===== src/hw/rtl/sfcc_pkg.sv =====
// Shared constants and the CRC-8 byte step for the sensor frame checker.
// Used by sensor_frame_crc_and_convert. It has no dependencies.
`timescale 1ns / 1ps
`default_nettype none
package sfcc_pkg;

  // Frame kinds carried on the input tuser
  localparam logic CMD_TEMP = 1'b0;
  localparam logic CMD_RH   = 1'b1;

  // CRC-8, x^8 + x^5 + x^4 + 1, init 0, MSB first
  localparam logic [7:0] CRC_POLY = 8'h31;

  // Conversion gains (raw * gain / 65536) and offsets, in hundredths
  localparam logic [14:0] TEMP_GAIN = 15'd17572;
  localparam logic [14:0] RH_GAIN   = 15'd12500;
  localparam logic [15:0] TEMP_OFS  = 16'd4685;
  localparam logic [15:0] RH_OFS    = 16'd600;

  // Last temperature after reset: 25.00 degC
  localparam logic signed [14:0] TEMP_REF = 15'sd2500;

  // Compensation floor((t - 2500) * 3 / 20) is taken as
  // floor((3t + 14060) / 20) - 1078, which keeps the dividend positive.
  // The divide by 20 is a shift by 2 and a reciprocal multiply for 5.
  localparam logic signed [17:0] COMP_BIAS = 18'sd14060;
  localparam logic signed [15:0] COMP_UNBIAS = 16'sd1078;
  localparam logic [15:0] RECIP5 = 16'd52429;   // ceil(2^18 / 5)
  localparam int RECIP5_SHIFT = 18;

  // Run one data byte through the CRC register
  function automatic logic [7:0] crc8_byte(input logic [7:0] crc_in, input logic [7:0] data);
    logic [7:0] c;
    c = crc_in ^ data;
    for (int i = 0; i < 8; i++) begin
      c = c[7] ? ({c[6:0], 1'b0} ^ CRC_POLY) : {c[6:0], 1'b0};
    end
    return c;
  endfunction

endpackage
`default_nettype wire


===== src/hw/rtl/sensor_frame_crc_and_convert.sv =====
// Top level: CRC check and fixed-point conversion of sensor replies.
// Depends on sfcc_pkg for constants and the CRC byte step.
//
//  channel | dir | handshake         | payload
//  --------+-----+-------------------+----------------------------------------------
//  s_*     | in  | s_tvalid/s_tready | tdata: raw_value, crc_byte; tuser: command
//  m_*     | out | m_tvalid/m_tready | tdata: crc_ok, measured_value, comp. humidity
//
// One transaction per cycle while m_tready is high. An input passes stage 1 and
// stage 2 before the output register raises m_tvalid. Stage 1 holds the frame,
// stage 2 the gain product and high-byte CRC, the output register the result.
// The last temperature is updated as a result enters the output register, so
// a humidity frame right after a temperature frame sees the new value.
// rst clears all valid bits and sets the last temperature to 25.00 degC.
// A stall on m_tready backs up through the stages; empty stages still fill.
`timescale 1ns / 1ps
`default_nettype none
module sensor_frame_crc_and_convert (
  input  wire logic        clk,
  input  wire logic        rst,
  input  wire logic        s_tvalid,
  output logic             s_tready,
  input  wire logic [23:0] s_tdata,   // [15:0] raw_value, [23:16] crc_byte
  input  wire logic [0:0]  s_tuser,   // [0] command
  output logic             m_tvalid,
  input  wire logic        m_tready,
  output logic [31:0]      m_tdata    // [0] crc_ok, [15:1] measured_value,
                                      // [30:16] compensated_humidity, [31] zero
);
  import sfcc_pkg::*;

  // Stage 1: input frame
  logic        v1;
  logic        cmd1;
  logic [15:0] raw1;
  logic [7:0]  chk1;

  // Stage 2: product and partial CRC
  logic        v2;
  logic        cmd2;
  logic [30:0] prod2;
  logic [7:0]  crc_hi2;
  logic [7:0]  lo2;
  logic [7:0]  chk2;

  // Output register and state
  logic        ok_o;
  logic [14:0] meas_o;
  logic [14:0] comp_o;
  logic signed [14:0] last_temp;

  logic en_out, en2, en1;

  // Advance a stage when the one after it can take its contents
  assign en_out   = !m_tvalid || m_tready;
  assign en2      = !v2 || en_out;
  assign en1      = !v1 || en2;
  assign s_tready = en1;

  always_ff @(posedge clk) begin
    if (rst) begin
      v1 <= 1'b0;
    end else if (en1) begin
      v1 <= s_tvalid;
    end
  end

  always_ff @(posedge clk) begin
    if (en1 && s_tvalid) begin
      cmd1 <= s_tuser[0];
      raw1 <= s_tdata[15:0];
      chk1 <= s_tdata[23:16];
    end
  end

  // Stage 1 -> 2: gain multiply and CRC over the high byte
  logic [14:0] gain1;
  logic [30:0] prod1;
  always_comb begin
    gain1 = (cmd1 == CMD_RH) ? RH_GAIN : TEMP_GAIN;
    prod1 = raw1 * gain1;
  end

  always_ff @(posedge clk) begin
    if (rst) begin
      v2 <= 1'b0;
    end else if (en2) begin
      v2 <= v1;
    end
  end

  always_ff @(posedge clk) begin
    if (en2 && v1) begin
      cmd2    <= cmd1;
      prod2   <= prod1;
      crc_hi2 <= crc8_byte(8'h00, raw1[15:8]);
      lo2     <= raw1[7:0];
      chk2    <= chk1;
    end
  end

  // Stage 2 -> output: finish CRC, scale, compensate
  logic               ok2;
  logic signed [15:0] meas_full;
  logic signed [17:0] lt_ext;
  logic signed [17:0] comp_num;
  logic [13:0]        quarter;
  logic [29:0]        qprod;
  logic [11:0]        q20;
  logic signed [15:0] comp_off;
  logic signed [15:0] comp_full;

  always_comb begin
    ok2       = (crc8_byte(crc_hi2, lo2) == chk2);
    meas_full = $signed({1'b0, prod2[30:16]})
              - $signed((cmd2 == CMD_RH) ? RH_OFS : TEMP_OFS);
    // floor((3t + 14060) / 20), dividend stays in 5..52718
    lt_ext    = 18'(last_temp);
    comp_num  = (lt_ext <<< 1) + lt_ext + COMP_BIAS;
    quarter   = comp_num[15:2];
    qprod     = quarter * RECIP5;
    q20       = qprod[29:RECIP5_SHIFT];
    comp_off  = $signed({4'b0000, q20}) - COMP_UNBIAS;
    comp_full = meas_full + comp_off;
  end

  always_ff @(posedge clk) begin
    if (rst) begin
      m_tvalid <= 1'b0;
    end else if (en_out) begin
      m_tvalid <= v2;
    end
  end

  always_ff @(posedge clk) begin
    if (en_out && v2) begin
      ok_o   <= ok2;
      meas_o <= ok2 ? meas_full[14:0] : 15'd0;
      comp_o <= (ok2 && cmd2 == CMD_RH) ? comp_full[14:0] : 15'd0;
    end
  end

  // Keep the last good temperature
  always_ff @(posedge clk) begin
    if (rst) begin
      last_temp <= TEMP_REF;
    end else if (en_out && v2 && ok2 && cmd2 == CMD_TEMP) begin
      last_temp <= meas_full[14:0];
    end
  end

  assign m_tdata = {1'b0, comp_o, meas_o, ok_o};

endmodule
`default_nettype wire

===== config.mk =====
export PLATFORM = sky130hd
export DESIGN_NAME = sensor_frame_crc_and_convert
export DESIGN_NICKNAME = d
export VERILOG_FILES = /design/src/hw/rtl/sfcc_pkg.sv /design/src/hw/rtl/sensor_frame_crc_and_convert.sv
export SDC_FILE = /design/constraint.sdc
export NUM_CORES = 1
export LEC_CHECK = 0
export BUFFER_PORTS_ARGS = -buffer_cell sky130_fd_sc_hd__buf_2
export CAP_MARGIN = 20
export CORE_MARGIN = 1.5
export CORE_UTILIZATION = 64
export CTS_BUF_LIST = sky130_fd_sc_hd__clkbuf_8 sky130_fd_sc_hd__clkbuf_16
export CTS_CLUSTER_DIAMETER = 60
export CTS_CLUSTER_SIZE = 10
export DETAILED_ROUTE_END_ITERATION = 12
export GPL_TIMING_DRIVEN = 0
export PLACE_DENSITY = 0.83
export SETUP_SLACK_MARGIN = 0.15
export SLEW_MARGIN = 20
export SYNTH_ARGS = -nofsm -noshare
export SYNTH_HDL_FRONTEND = slang
export SYNTH_SLANG_ARGS = --single-unit

===== constraint.sdc =====
create_clock -name clk -period 12.6 [get_ports clk]
set_clock_uncertainty 0.2 [all_clocks]
set_input_delay 0.63 -clock clk [delete_from_list [all_inputs] [get_ports clk]]
set_output_delay 0.63 -clock clk [all_outputs]
set_load 0.02 [all_outputs]

== After elaboration in Yosys (flattened, before gate mapping) ==
Index checks and enable logic that the tools add are counted.

* Input bits: 29
* Output and inout bits: 34
* Logic and storage cells: 72
* Register bits: 130

* Bitwise gates (word level): 18
* $mul: 2
* Add/sub/neg operators: 5
* Equality and inequality tests: 1
* Muxes and demuxes: 18
* Reductions and logical operators: 12

{| class="wikitable"
|+ Operator list
! kind !! count
|-
| $mux W6 || 16
|-
| $not A3 Y3 || 16
|-
| $mul A16 B15 Y31 || 1
|-
| $mul A14 B16 Y30 const B || 1
|-
| $add A16 B15 Y16 || 1
|-
| $add A16 B15 Y16 const B || 1
|-
| $add A15 B13 Y15 || 1
|-
| $mux W15 || 1
|-
| $sub A15 B13 Y15 || 1
|-
| $mux W13 || 1
|-
| $sub A12 B11 Y13 const B || 1
|-
| $eq A8 B8 Y1 || 1
|-
| $xor A8 B8 Y8 || 1
|-
| $logic_and A1 B1 Y1 || 6
|-
| $logic_not A1 Y1 || 3
|-
| $logic_or A1 B1 Y1 || 3
|-
| $not A1 Y1 || 1
|}

== Longest topological paths before layout ==
* Depth after elaboration: 20
* Mapped depth: 47
* Depth with buffers taken out: 47

== Least setup slack after synthesis ==
OpenSTA, ideal clock, no wires.

* Kind: reg2reg
* Start point: reg last_temp[1]
* End point: reg comp_o[14] (data pin)
* Slack: 2.376 ns
* Stages on the path, launching flop included: 48
* Buffers on the path: 0
* Period minus slack after synthesis: 10.224 ns
* Arrival: 9.769 ns
* Path through: dfxtp_1 > inv_1 > ha_1 > inv_1 > ha_1 > fa_1 > a21oi_1 > nor2_1 > nor2_1 > o21bai_1 > a21oi_1 > o21bai_1 > a41o_1 > o21bai_1 > xnor2_1 > ha_1 > inv_1 > fa_1 > [... 12 more ...] > o311ai_0 > nand2_1 > or3_1 > and2_2 > ha_1 > or2_2 > a31oi_1 > nand2_1 > xnor2_1 > ha_1 > nand3_1 > nand2_1 > a41o_1 > o41ai_1 > o21bai_1 > a21oi_1 > xnor3_1 > nor2_1

* Longest elaborated chain between the ends: 5

{| class="wikitable"
|+ Ends and longest elaborated chain
! item !! RTL line !! RTL
|-
| from (decl) || sensor_frame_crc_and_convert.sv:50 || <nowiki>logic signed [14:0] last_temp;</nowiki>
|-
| from (signal assigned) || sensor_frame_crc_and_convert.sv:148 || <nowiki>last_temp <= meas_full[14:0];</nowiki>
|-
| $add A16 B15 Y16 (2 in series) || sensor_frame_crc_and_convert.sv:119 || <nowiki>comp_num = (lt_ext <<< 1) + lt_ext + COMP_BIAS;</nowiki>
|-
| $mul A14 B16 Y30 || sensor_frame_crc_and_convert.sv:121 || <nowiki>qprod = quarter * RECIP5;</nowiki>
|-
| $sub A12 B11 Y13 || sensor_frame_crc_and_convert.sv:123 || <nowiki>comp_off = $signed({4'b0000, q20}) - COMP_UNBIAS;</nowiki>
|-
| $add A15 B13 Y15 || sensor_frame_crc_and_convert.sv:124 || <nowiki>comp_full = meas_full + comp_off;</nowiki>
|-
| to (signal assigned) || sensor_frame_crc_and_convert.sv:139 || <nowiki>comp_o <= (ok2 && cmd2 == CMD_RH) ? comp_full[14:0] : 15'd0;</nowiki>
|-
| to (decl) || sensor_frame_crc_and_convert.sv:49 || <nowiki>logic [14:0] comp_o;</nowiki>
|}

No other way between the ends.
A chain may end at the register's enable or synchronous reset.

== Final worst setup path ==
* Start point: reg last_temp[1]
* End point: reg comp_o[13] (data pin)

Same word-level chain as after synthesis.

==> impl_results.md <==
* Post-route worst setup slack at 1080 ps
* Global route overflow at 0
* Crit path DAT at about 11000 ps
* Die Y at between 100 and 150 um
* Post-synth EDFFs at 96
* Crit start category: register
* Cell mode on critical path: inv_1
* Slowest stage delay, CP at about 700 ps
* Worst Setup End Kind: register
* WL/cell at between 15 and 20 um
* NetSw at between 1.5 and 2 mW
* Comb power frac at 0.711
* Critical path type: reg2reg
* Hold path cells at 1
* Final Hold Viols at 0
* H-tree depth at 4
* Largest net degree at the start of global routing at 29
* Synthesis warning total at 0
* Nets at roughly 1900
* Post-synthesis xor/xnor area fraction at 0.0727
* DRT Wirelength at around 29 mm
* Placer Congestion at 0.945
* Worst vdd ir at around 250 uV
* Top cell type by total area after synthesis: ha_1
* Outcome: finished, final reports clean
* Most used DFF post-synth: edfxtp_1
* Detailed-route via count at about 9600
* Endpoints failing setup at 0
* Synth Area in Simple Gates at 0.0913
* Initial DRC Count at roughly 450
* Post-route ant nets at 0
* Worst slack at placement at 1240 ps
* Synth Area in Adders at 0.441
* Reg2Reg Depth at 45
* TritonCTS clock tree: yes
* Sequential power share at 0.148
* Largest family of logic cells by synthesized area: adder cells
* Hold Crit Class: in2reg
* Synth async-reset ratio at 0
* Max Fclk at slightly below 90 MHz
* Mapped cell area at 0.0137 sq mm
* Bufs and invs on worst path at 8
* Vias in the first global route at 10216
* Final worst-path cycle share at 0.914
* Clock transition at path regs at approximately 60 ps
* Slew Viols, Final at 0
* Synth top area cells: ha_1 25%, edfxtp_1 21%, fa_1 19%
* Post-Syn Instances at 1330
* Root Driver: clkbuf_16
* Die extent in x at 149 um
* Clock power share at 0.141
* I/O pin cnt at between 60 and 70
* Share of cells above drive strength 1 at 0.0912
* Power Density at 242 mW/mm^2
* Sw Share at 0.455
* Clock Latency Late Sink at around 420 ps
* Seq/Total Area, Yosys at 0.237
* Area share of the largest cell type after synthesis at 0.252
* Final core occ at 0.720
* TritonCTS Buffers at 17
* Drt pass-1 iters at 5
* Kind of cell adding the most delay to the critical path: adder cells
* CP Max Fanout at 5
* Fin crit period at roughly 12000 ps
* Complex-gate fraction of the synthesized area at 0.0752
* First-pass GRT wire length at ~48 mm
* Max Cap Viol at 0
* Drc violations at 0
* RSZ-0062 raised after global routing: false
* Number of diodes at 0
* DP HPWL at ~24 mm
* Setup_tns at 0 ps
* Cell-internal power at approximately 2.0 mW
* CTS sink cnt at 114
* Initial Util at 0.652
* Setup repair bufs after CTS at 0
* Clock Path Buffers at 2
* Synthesized area per cell at 10.3 sq um
* Buffers on Ports at 60
* Layout area overhead at 10.5%
* Worst Max-Slew Pin Slew at approximately 830 ps
* Routed vias/inst at ~5.6
* Yosys cell types at 67
* CP max-delay cell: a2111oi_0
* Crit path required time at 12560 ps
* Core area at 0.0210 sq mm
* Leak at between 7 and 8 nW
* Post-synthesis mux area share at 0.000733
* Cts hold-fix bufs at 0
* Post-cts resize count at 0
* Die Area at 0.0222 sq mm
* Rows at between 50 and 60
* Overall Global Routing Usage at 0.277
* Path length in cells of the critical path at between 40 and 50
* Initial antenna violation count at 0
* Register bit total from synthesis at around 110
* Slew HR at 0.440
[layout by cell type (no fill, tap or decap), types with 8 or more instances in the layout]
| cell type | count |
|---|---|
| a211oi_1 | 9 |
| and2_1 | 22 |
| xor2_1 | 37 |
| buf_2 | 60 |
| dfxtp_1 | 18 |
| xnor2_1 | 72 |
| inv_1 | 263 |
| nor2_1 | 91 |
| clkbuf_16 | 17 |
| nand3_1 | 12 |
| nor3_1 | 12 |
| fa_1 | 129 |
| a21o_1 | 15 |
| or2_2 | 21 |
| nand2_1 | 46 |
| o21ai_0 | 23 |
| clkbuf_1 | 25 |
| edfxtp_1 | 96 |
| conb_1 | 15 |
| a21oi_1 | 45 |
| ha_1 | 275 |
| nor2b_1 | 15 |
| nand4_1 | 8 |
[layout make-up]
type                       count  area [sq um]
clock buffer                  18           439
multi-input combinational    937          9390
sequential                   114          3240
fill                        1459          5860
inverter                     263           987
tap                          275           344
buffer                        29           120
clock inverter                13           185
timing repair buffer          63           383
[per-stage QoR]
step                hold slack [ps]  std cells  cell area (sq um)  total power [mW]
finish                          178       1712              15100              3.65
global route                    175       1712              15100              3.96
CTS                             174       1712              15100              3.65
detailed placement              207       1681              14500              3.08
global placement                204       1678              14400              2.93
floorplan                       200       1343              13700              2.50
[power groups by stage]
stage          Combinational [mW]  Clock (mW)  Sequential (mW)
2_1_floorplan                1.96           0            0.543
3_3_place_gp                 2.39           0            0.547
3_5_place_dp                 2.53           0            0.548
4_1_cts                      2.59       0.516            0.541
5_1_grt                      2.89       0.529            0.544
6_report                     2.59       0.514            0.541
[per-layer routing]
metal,track usage,share of wire,vias up
li1,-,-,4573
met1,0.321,0.39,4684
met2,0.515,0.53,299
met3,0.0404,0.050,75
met4,0.107,0.031,0
met5,0,0,-
[worst register-to-register path: cells and delay by family, from the launching register on]
family,cells,cell delay (ps)
compound gates,15,3520
xor+xnor,4,870
fa+ha+maj,11,4510
buf+inv,8,470
flops,1,360
simple gates,7,1320
[logic make-up after synthesis]
logic type / count (synthesis)
fa+ha+maj: 404
buf+inv: 292
simple gates: 255
compound gates: 151
flops: 114
xor+xnor: 111
other cells: 2
mux: 1
[registers in the layout, indices dropped and copies added (netlist names), 6 cells and up]
register / cells
crc_hi2: 8
lo2: 6
last_temp: 15
raw1: 16
meas_o: 15
chk2: 8
chk1: 8
prod2: 17
comp_o: 15
[worst paths after layout]
path                     end         start  slack (ps)
setup / recovery  comp_o[13]  last_temp[1]        1080
hold / removal       chk1[4]   s_tdata[20]         180
setup reg to reg  comp_o[13]  last_temp[1]        1080
hold reg to reg      chk2[7]       chk1[7]         220
[synth_stat cells, drive strengths merged (21+ instances only)]
cell type / instances
inv: 263
fa: 129
nor2: 91
and2: 24
clkbuf: 25
edfxtp: 96
xor2: 37
or2: 21
ha: 275
a21oi: 45
nand2: 46
o21ai: 24
xnor2: 73
(Power assumes the default switching activity.)
